$ cat src/rtl/tsfr_pkg.sv
// Shared types and constants for the timed serial frame receiver.
// Used by the configuration, core and top-level files; depends on nothing.
package tsfr_pkg;

    // Register widths and reset values
    localparam int BIT_PERIOD_W = 12;
    localparam int HOLDOFF_W    = 16;
    localparam int CFG_DATA_W   = 16;
    localparam int CFG_INDEX_W  = 1;
    localparam int COUNT_W      = 32;
    // 3q + holdoff reaches 68604, so the timer needs 17 bits
    localparam int TIMER_W      = 17;

    localparam logic [BIT_PERIOD_W-1:0] BIT_PERIOD_RESET = 12'd50;
    localparam logic [HOLDOFF_W-1:0]    HOLDOFF_RESET    = 16'd5000;

    // Register indexes on the configuration port
    localparam logic [CFG_INDEX_W-1:0] CFG_BIT_PERIOD = 1'b0;
    localparam logic [CFG_INDEX_W-1:0] CFG_HOLDOFF    = 1'b1;

    // Receiver phases, one-hot
    typedef enum logic [3:0] {
        PH_LISTEN = 4'b0001,
        PH_MODE   = 4'b0010,
        PH_DATA   = 4'b0100,
        PH_HOLD   = 4'b1000
    } tsfr_phase_t;

    // Live configuration handed to the core
    typedef struct packed {
        logic [BIT_PERIOD_W-1:0] bit_period;
        logic [HOLDOFF_W-1:0]    holdoff_ticks;
    } tsfr_cfg_t;

    // A wait of zero ticks is stretched to one tick
    function automatic logic [TIMER_W-1:0] min_one(input logic [TIMER_W-1:0] v);
        logic [TIMER_W-1:0] r;
        r = (v == '0) ? TIMER_W'(1) : v;
        return r;
    endfunction

endpackage

$ cat src/rtl/tsfr_if.sv
// Handshake channels of the timed serial frame receiver: tick input and frame output.
// Depends on nothing; the frame width follows the DATA_BITS parameter.
interface tsfr_tick_if;
    logic valid;
    logic ready;
    logic line_level;

    modport source (output valid, output line_level, input ready);
    modport sink   (input valid, input line_level, output ready);
endinterface

interface tsfr_frame_if #(
    parameter int DATA_BITS = 12
);
    logic                 valid;
    logic                 ready;
    logic [DATA_BITS-1:0] frame_value;
    logic                 frame_mode;
    logic [31:0]          frame_count;
    logic                 count_mismatch;

    modport source (output valid, output frame_value, output frame_mode,
                    output frame_count, output count_mismatch, input ready);
    modport sink   (input valid, input frame_value, input frame_mode,
                    input frame_count, input count_mismatch, output ready);
endinterface

$ cat src/rtl/tsfr_cfg.sv
// Configuration registers of the timed serial frame receiver.
// Depends on tsfr_pkg for widths, indexes and reset values.
module tsfr_cfg (
    input  logic                                clk,
    input  logic                                rst_n,
    input  logic                                cfg_write,
    input  logic [tsfr_pkg::CFG_INDEX_W-1:0]    cfg_index,
    input  logic [tsfr_pkg::CFG_DATA_W-1:0]     cfg_data,
    output tsfr_pkg::tsfr_cfg_t                 cfg
);

    logic [tsfr_pkg::BIT_PERIOD_W-1:0] bit_period_reg;
    logic [tsfr_pkg::HOLDOFF_W-1:0]    holdoff_reg;

    // Take register writes by index
    always_ff @(posedge clk or negedge rst_n)
    begin
        if (!rst_n)
        begin
            bit_period_reg <= tsfr_pkg::BIT_PERIOD_RESET;
            holdoff_reg    <= tsfr_pkg::HOLDOFF_RESET;
        end
        else if (cfg_write)
        begin
            case (cfg_index)
                tsfr_pkg::CFG_BIT_PERIOD:
                    bit_period_reg <= cfg_data[tsfr_pkg::BIT_PERIOD_W-1:0];
                tsfr_pkg::CFG_HOLDOFF:
                    holdoff_reg <= cfg_data[tsfr_pkg::HOLDOFF_W-1:0];
                default:
                    ;
            endcase
        end
    end

    assign cfg.bit_period    = bit_period_reg;
    assign cfg.holdoff_ticks = holdoff_reg;

endmodule

$ cat src/rtl/tsfr_core.sv
// Frame timing, bit sampling and frame counter of the timed serial frame receiver.
// Depends on tsfr_pkg; state advances by one tick whenever step is high.
module tsfr_core #(
    parameter int DATA_BITS = 12
) (
    input  logic                          clk,
    input  logic                          rst_n,
    input  tsfr_pkg::tsfr_cfg_t           cfg,
    input  logic                          step,
    input  logic                          line,
    output logic                          res_valid,
    output logic [DATA_BITS-1:0]          res_value,
    output logic                          res_mode,
    output logic [tsfr_pkg::COUNT_W-1:0]  res_count,
    output logic                          res_mismatch
);

    localparam int BIT_IDX_W = $clog2(DATA_BITS + 1);
    localparam int TW        = tsfr_pkg::TIMER_W;

    tsfr_pkg::tsfr_phase_t            phase_reg, phase_next;
    logic [TW-1:0]                    timer_reg, timer_next;
    logic [BIT_IDX_W-1:0]             bidx_reg, bidx_next, bidx_inc;
    logic [DATA_BITS-1:0]             shift_reg, shift_next, shifted;
    logic                             mode_reg, mode_next;
    logic [tsfr_pkg::COUNT_W-1:0]     count_reg, count_next;

    logic [9:0]                       quarter;
    logic [TW-1:0]                    load_mode, load_bit, load_hold;
    logic [11:0]                      three_q;
    logic                             tick_due;

    // Timer reload values from the live configuration
    assign quarter   = cfg.bit_period[tsfr_pkg::BIT_PERIOD_W-1:2];
    assign three_q   = {1'b0, quarter, 1'b0} + {2'b00, quarter};
    assign load_mode = tsfr_pkg::min_one(TW'(cfg.bit_period) + TW'(quarter));
    assign load_bit  = tsfr_pkg::min_one(TW'({quarter, 2'b00}));
    assign load_hold = tsfr_pkg::min_one(TW'(three_q) + TW'(cfg.holdoff_ticks));

    assign tick_due = (phase_reg != tsfr_pkg::PH_LISTEN) && (timer_reg <= TW'(1));
    assign shifted  = (shift_reg << 1) | DATA_BITS'(line);
    assign bidx_inc = bidx_reg + BIT_IDX_W'(1);

    // Next state for one tick
    always_comb
    begin
        phase_next   = phase_reg;
        timer_next   = timer_reg;
        bidx_next    = bidx_reg;
        shift_next   = shift_reg;
        mode_next    = mode_reg;
        count_next   = count_reg;
        res_valid    = 1'b0;
        res_mismatch = 1'b0;

        // Count down a running wait
        if (phase_reg != tsfr_pkg::PH_LISTEN && !tick_due)
        begin
            timer_next = timer_reg - TW'(1);
        end

        // Act on the tick at which a wait runs out
        if (tick_due)
        begin
            case (phase_reg)
                tsfr_pkg::PH_MODE:
                begin
                    mode_next  = line;
                    shift_next = '0;
                    bidx_next  = '0;
                    timer_next = load_bit;
                    phase_next = tsfr_pkg::PH_DATA;
                end
                tsfr_pkg::PH_DATA:
                begin
                    shift_next = shifted;
                    bidx_next  = bidx_inc;
                    if (bidx_inc >= BIT_IDX_W'(DATA_BITS))
                    begin
                        res_valid = 1'b1;
                        if (!mode_reg)
                        begin
                            count_next = count_reg + tsfr_pkg::COUNT_W'(1);
                        end
                        else
                        begin
                            res_mismatch = (count_reg != tsfr_pkg::COUNT_W'(shifted));
                            count_next   = tsfr_pkg::COUNT_W'(shifted);
                        end
                        timer_next = load_hold;
                        phase_next = tsfr_pkg::PH_HOLD;
                    end
                    else
                    begin
                        timer_next = load_bit;
                    end
                end
                default:
                begin
                    phase_next = tsfr_pkg::PH_LISTEN;
                    timer_next = '0;
                end
            endcase
        end

        // Start a frame on a high level while listening
        if (phase_next == tsfr_pkg::PH_LISTEN && line)
        begin
            timer_next = load_mode;
            bidx_next  = '0;
            shift_next = '0;
            phase_next = tsfr_pkg::PH_MODE;
        end
    end

    assign res_value = shifted;
    assign res_mode  = mode_reg;
    assign res_count = count_next;

    // Advance state on each processed tick
    always_ff @(posedge clk or negedge rst_n)
    begin
        if (!rst_n)
        begin
            phase_reg <= tsfr_pkg::PH_LISTEN;
            timer_reg <= '0;
            bidx_reg  <= '0;
            shift_reg <= '0;
            mode_reg  <= 1'b0;
            count_reg <= '0;
        end
        else if (step)
        begin
            phase_reg <= phase_next;
            timer_reg <= timer_next;
            bidx_reg  <= bidx_next;
            shift_reg <= shift_next;
            mode_reg  <= mode_next;
            count_reg <= count_next;
        end
    end

endmodule

$ cat src/rtl/timed_serial_frame_receiver.sv
// Top level of the timed serial frame receiver: tick register, core and result register.
// Depends on tsfr_pkg, tsfr_if, tsfr_cfg and tsfr_core.
//
//   channel  | direction | payload
//   ---------+-----------+-------------------------------------------------------
//   tick     | in        | line_level
//   frame    | out       | frame_value, frame_mode, frame_count, count_mismatch
//   cfg      | in        | cfg_write, cfg_index, cfg_data (write only)
//
// One tick is taken per cycle unless a frame-completing tick waits on a held result. A
// tick passes from the tick register through the combinational core into the result
// register, which offers a frame once its last data tick is processed. Reset puts the
// receiver in the listening phase with the frame counter at zero. A held result stalls
// only a tick that itself completes a frame; other ticks keep flowing behind it.
module timed_serial_frame_receiver #(
    parameter int DATA_BITS = 12
) (
    input  logic                               clk,
    input  logic                               rst_n,
    tsfr_tick_if.sink                          tick,
    tsfr_frame_if.source                       frame,
    input  logic                               cfg_write,
    input  logic [tsfr_pkg::CFG_INDEX_W-1:0]   cfg_index,
    input  logic [tsfr_pkg::CFG_DATA_W-1:0]    cfg_data
);

    tsfr_pkg::tsfr_cfg_t          cfg;

    logic                         in_valid_reg, in_valid_next;
    logic                         line_reg;
    logic                         step;

    logic                         res_valid;
    logic [DATA_BITS-1:0]         res_value;
    logic                         res_mode;
    logic [tsfr_pkg::COUNT_W-1:0] res_count;
    logic                         res_mismatch;

    logic                         out_valid_reg, out_valid_next;
    logic [DATA_BITS-1:0]         value_reg;
    logic                         mode_reg;
    logic [tsfr_pkg::COUNT_W-1:0] count_reg;
    logic                         mismatch_reg;
    logic                         out_load;

    tsfr_cfg u_cfg (
        .clk       (clk),
        .rst_n     (rst_n),
        .cfg_write (cfg_write),
        .cfg_index (cfg_index),
        .cfg_data  (cfg_data),
        .cfg       (cfg)
    );

    tsfr_core #(
        .DATA_BITS (DATA_BITS)
    ) u_core (
        .clk          (clk),
        .rst_n        (rst_n),
        .cfg          (cfg),
        .step         (step),
        .line         (line_reg),
        .res_valid    (res_valid),
        .res_value    (res_value),
        .res_mode     (res_mode),
        .res_count    (res_count),
        .res_mismatch (res_mismatch)
    );

    // Process the held tick unless its result has nowhere to go
    assign step     = in_valid_reg && (!res_valid || !out_valid_reg || frame.ready);
    assign out_load = step && res_valid;

    assign tick.ready = !in_valid_reg || step;

    // Tick register
    always_comb
    begin
        in_valid_next = in_valid_reg;
        if (tick.valid && tick.ready)
        begin
            in_valid_next = 1'b1;
        end
        else if (step)
        begin
            in_valid_next = 1'b0;
        end
    end

    always_ff @(posedge clk or negedge rst_n)
    begin
        if (!rst_n)
        begin
            in_valid_reg <= 1'b0;
        end
        else
        begin
            in_valid_reg <= in_valid_next;
        end
    end

    always_ff @(posedge clk)
    begin
        if (tick.valid && tick.ready)
        begin
            line_reg <= tick.line_level;
        end
    end

    // Result register: load a finished frame, drop it once transferred
    always_comb
    begin
        out_valid_next = out_valid_reg;
        if (out_load)
        begin
            out_valid_next = 1'b1;
        end
        else if (frame.ready)
        begin
            out_valid_next = 1'b0;
        end
    end

    always_ff @(posedge clk or negedge rst_n)
    begin
        if (!rst_n)
        begin
            out_valid_reg <= 1'b0;
        end
        else
        begin
            out_valid_reg <= out_valid_next;
        end
    end

    always_ff @(posedge clk)
    begin
        if (out_load)
        begin
            value_reg    <= res_value;
            mode_reg     <= res_mode;
            count_reg    <= res_count;
            mismatch_reg <= res_mismatch;
        end
    end

    assign frame.valid          = out_valid_reg;
    assign frame.frame_value    = value_reg;
    assign frame.frame_mode     = mode_reg;
    assign frame.frame_count    = count_reg;
    assign frame.count_mismatch = mismatch_reg;

`ifndef SYNTH
    // A new frame never overwrites one still waiting to be taken
    assert property (@(posedge clk) disable iff (!rst_n)
        out_load |-> (!out_valid_reg || frame.ready))
        else $error("result register overwritten");

    // A finished frame is offered on the next cycle
    assert property (@(posedge clk) disable iff (!rst_n)
        out_load |=> out_valid_reg)
        else $error("finished frame not offered");

    // A counted frame never reports a mismatch
    assert property (@(posedge clk) disable iff (!rst_n)
        (out_load && !res_mode) |-> !res_mismatch)
        else $error("mismatch flagged on a counted frame");

    // Ticks are only taken into an empty or draining tick register
    assert property (@(posedge clk) disable iff (!rst_n)
        (in_valid_reg && !step) |-> !tick.ready)
        else $error("tick register overrun");
`endif

endmodule
$ cat src/flat_wrapper.sv
// flat-port wrapper written by rule: the top's interface ports become plain ports
module timed_serial_frame_receiver_flat 
#(
    parameter int DATA_BITS = 12
)
  (clk, rst_n, cfg_write, cfg_index, cfg_data, tick_valid, tick_line_level, tick_ready, frame_valid, frame_frame_value, frame_frame_mode, frame_frame_count, frame_count_mismatch, frame_ready);
  tsfr_tick_if tick_i ();
  tsfr_frame_if #(.DATA_BITS(DATA_BITS)) frame_i ();
  input  logic clk;
  input  logic rst_n;
  input  logic cfg_write;
  input  logic [tsfr_pkg::CFG_INDEX_W-1:0] cfg_index;
  input  logic [tsfr_pkg::CFG_DATA_W-1:0] cfg_data;
  input wire logic [$bits(tick_i.valid)-1:0] tick_valid;
  input wire logic [$bits(tick_i.line_level)-1:0] tick_line_level;
  output wire logic [$bits(tick_i.ready)-1:0] tick_ready;
  output wire logic [$bits(frame_i.valid)-1:0] frame_valid;
  output wire logic [$bits(frame_i.frame_value)-1:0] frame_frame_value;
  output wire logic [$bits(frame_i.frame_mode)-1:0] frame_frame_mode;
  output wire logic [$bits(frame_i.frame_count)-1:0] frame_frame_count;
  output wire logic [$bits(frame_i.count_mismatch)-1:0] frame_count_mismatch;
  input wire logic [$bits(frame_i.ready)-1:0] frame_ready;
  assign tick_i.valid = tick_valid;
  assign tick_i.line_level = tick_line_level;
  assign tick_ready = tick_i.ready;
  assign frame_valid = frame_i.valid;
  assign frame_frame_value = frame_i.frame_value;
  assign frame_frame_mode = frame_i.frame_mode;
  assign frame_frame_count = frame_i.frame_count;
  assign frame_count_mismatch = frame_i.count_mismatch;
  assign frame_i.ready = frame_ready;
  timed_serial_frame_receiver #(.DATA_BITS(DATA_BITS)) u_core (.clk(clk), .rst_n(rst_n), .tick(tick_i), .frame(frame_i), .cfg_write(cfg_write), .cfg_index(cfg_index), .cfg_data(cfg_data));
endmodule
$ cat config.mk
export PLATFORM = sky130hd
export DESIGN_NAME = timed_serial_frame_receiver_flat
export DESIGN_NICKNAME = d
export VERILOG_FILES = /design/src/rtl/tsfr_pkg.sv /design/src/rtl/tsfr_if.sv /design/src/rtl/tsfr_cfg.sv /design/src/rtl/tsfr_core.sv /design/src/rtl/timed_serial_frame_receiver.sv /design/src/flat_wrapper.sv
export SDC_FILE = /design/constraint.sdc
export NUM_CORES = 1
export LEC_CHECK = 0
export BUFFER_PORTS_ARGS = -buffer_cell sky130_fd_sc_hd__buf_2
export CAP_MARGIN = 15
export CORE_MARGIN = 10
export CORE_UTILIZATION = 53
export CTS_CLUSTER_SIZE = 10
export DETAILED_ROUTE_END_ITERATION = 10
export GPL_TIMING_DRIVEN = 0
export PLACE_DENSITY = 0.72
export SLEW_MARGIN = 10
export SYNTH_ARGS = -nofsm -noshare
export SYNTH_HDL_FRONTEND = slang
export SYNTH_SLANG_ARGS = --single-unit
$ cat constraint.sdc
create_clock -name clk -period 5.77 [get_ports clk]
set_clock_uncertainty 0.15 [all_clocks]
set_input_delay 1.154 -clock clk [delete_from_list [all_inputs] [get_ports clk]]
set_output_delay 1.154 -clock clk [all_outputs]
set_load 0.1 [all_outputs]
==> results.cfg <==
[timing]
max-slew-margin-rel = 0.2665
setup_violations = 0
rsz0062_at_grt = false
layout_min_cycle_time_ns = 4.679
final_max_slew_viol_count = 0
tightest_slew_ns = 1.085
finalCritPeriodShare = 0.8110
max_freq_mhz = 213.7
finalHoldViolCount = 0

[routing]
vias = 7452
route.detailed.drc = 0
wl_per_cell_um = 18.03
postRouteAntennaNets = 0
first_pass_iters = 7
wirelength_um = 22390
drtIter0Drc = 735
viasPerCell = 6.000

[floorplan]
io_pins = 71
core_area_mm2 = 0.01606
die_area_mm2 = 0.02211
die_h_um = 148.7
fp.dieW_um = 148.7
start_util = 0.5467
rows = 46

[power_and_ir_drop]
p_leak_nw = 4.030
swShare = 0.3440
power_frac_comb = 0.269
p_int_w = 0.002233
clkPwrFrac = 0.335
power.total_w = 0.003404
vdd_drop_max_v = 0.0002367
switching_power_w = 0.001171
sequentialPowerShare = 0.396
powerDensity_mw_per_mm2 = 338.5

[synth]
synth_top_area_cell = dfrtp_1
synthSimpleGateAreaFrac = 0.1906
synth-compound-area-share = 0.1689
synth.avg_cell_area_um2 = 9.521
ys_top_cells_by_area = dfrtp_1, edfxtp_1, nand2_1
synth_top_family_by_area = simple AND/OR/NAND/NOR gates
ys_ff_latch = 146
synth_fa_ha_area_frac = 0.07212
synth_mux_area_frac = 0.03692
yosys_warnings = 0
syn_inst = 922
seq_area_frac_synth = 0.4443
async_flop_share = 0.6781
synth_cell_types = 70
synth_edf_count = 47
synth_flop_cell = dfrtp_1
netlist_area_mm2 = 0.008778
synth_top_cell_area_share = 0.2566
synth_xor_xnor_area_share = 0.05787
synthesis.nets = 989

[clocking]
numClockSinks = 146
cts_tree = done
clockBufferDepth = 2
tritoncts.num_buffers = 17
cts_root_buf = clkbuf_16
insertion_delay_ns = 0.44
path_clk_slew_ns = 0.07
ctsResizeCount = 0
cts_hold_buf = 0
post_cts.repair.setup_buffers = 0
h-tree-depth = 4

[worst_setup_path]
start_kind = flop
crit_required_ns = 4.47
worstSetupPathType = reg2out
crit_path_end_kind = output port
arrival_ns = 3.38
crit_fanout = 10

[layout]
final_common_cell = nand2_1
final_cell_mix = nand2_1, dfrtp_1, o21ai_0
stdcell_area_mm2 = 0.01006
fin_nets = 1080
area_growth_pct = 14.55
final_cell_count_no_fill = 1242
n_antenna_cell = 0
drive_gt1_frac = 0.1628

[global_route]
grt_max_degree = 54
grt_pass1_vias = 6968
gr-total-overflow = 0
antenna_found_initial = 0
grt.total_usage = 0.2046
grt_pass1_wl_um = 36270

[placement]
dp_hpwl_um = 16120
place_congestion = 0.9160
dpl_cell_area_mm2 = 0.009460
port_buffers = 70
dp.cells = 1210

[job]
drv_cap = 0

[status]
status = finished clean

[hold_path]
min_path_type = reg2reg
-- area by class of cell --
class / instances / area [um^2]
repair buffers: 72 / 404.1
plain buffers: 41 / 160.2
clock buffers: 18 / 429.2
inverters: 26 / 97.59
well taps: 216 / 270.3
flip-flops and latches: 146 / 3900
fillers: 1334 / 6002
multi-input cells: 709 / 4628
clock inverters: 14 / 166.4
-- synth_stat cells (all sizes together) (4+ instances only) --
cell    instances
nand2b          8
inv            26
a21o            8
nand3          32
nand2         118
buf             9
and2            7
nor2b           6
or2             6
a31oi          10
nand4          12
nand4b          4
xor2           24
a21oi          49
clkbuf         32
o22ai          16
o221ai          5
fa             11
nor3           22
dfstp           9
nor4           16
and3            9
o211ai          5
ha             33
o21ai          86
or4             5
mux2           27
o31ai          22
dfrtp          90
a22oi           8
edfxtp         47
nor2           82
a221o           4
xnor2          34
-- power by group through the flow --
stage	sequential, W	combinational, W	clock, W
after floorplan	0.00131	0.000705	0
after global placement	0.00136	0.000879	0
after detailed placement	0.00136	0.000900	0
after CTS	0.00135	0.000908	0.00115
after global routing	0.00136	0.00102	0.00120
final	0.00135	0.000914	0.00114
-- metal layers --
layer / vias up / routed length [um] / track usage
met1: 3521 / 8960 / 0.2478
met4: 0 / 524 / 0.07284
met3: 52 / 1642 / 0.04733
met5: - / 0 / 0
met2: 330 / 11260 / 0.3481
li1: 3549 / - / -
-- stage by stage --
stage / util / setup WS (ns) / setup TNS [ns] / hold slack [ns]
after floorplan: - / 1.238 / 0 / 0.2744
after global placement: 0.5853 / -0.1285 / -0.1285 / 0.2792
after detailed placement: 0.5891 / 1.621 / 0 / 0.2842
after CTS: 0.6262 / 1.135 / 0 / 0.2978
after global routing: 0.6262 / 0.9364 / 0 / 0.3044
final: 0.6262 / 1.091 / 0 / 0.2946
-- critical path: stages, from the launching register on --
cell,delay [ns]
dfrtp_1,0.41
nor4b_2,0.90
a21boi_2,0.52
and2_0,0.28
buf_2,0.32
nand3_1,0.17
buf_2,0.33
-- cells by family after synthesis --
group,Yosys count
mux,29
fa+ha+maj,44
flops,146
buf+inv,67
xor+xnor,58
compound gates,240
simple gates,338
-- worst paths after layout --
| kind | slack, ns | endpoint | depth (start not counted) | start |
|---|---|---|---|---|
| hold reg to reg | 0.29 | u_core.frame.frame_value[0]$_DFFE_PP_ | 0 | u_core.line_reg$_DFFE_PP_ |
| setup reg to reg | 1.93 | u_core.u_core.timer_reg[0]$_DFFE_PN0P_ | 13 | u_core.u_cfg.bit_period_reg[3]$_DFFE_PN0P_ |
| max in group asynchronous | 4.30 | u_core.u_cfg.holdoff_reg[9]$_DFFE_PN1P_ | 2 | rst_n |
| setup / recovery | 1.09 | tick_ready | 6 | u_core.u_core.phase_reg[1]$_DFFE_PN0P_ |
| hold / removal | 0.29 | u_core.frame.frame_value[0]$_DFFE_PP_ | 0 | u_core.line_reg$_DFFE_PP_ |
| min in group asynchronous | 0.49 | u_core.u_core.shift_reg[8]$_DFFE_PN0P_ | 1 | rst_n |
Power figures use the tool's default switching activity.
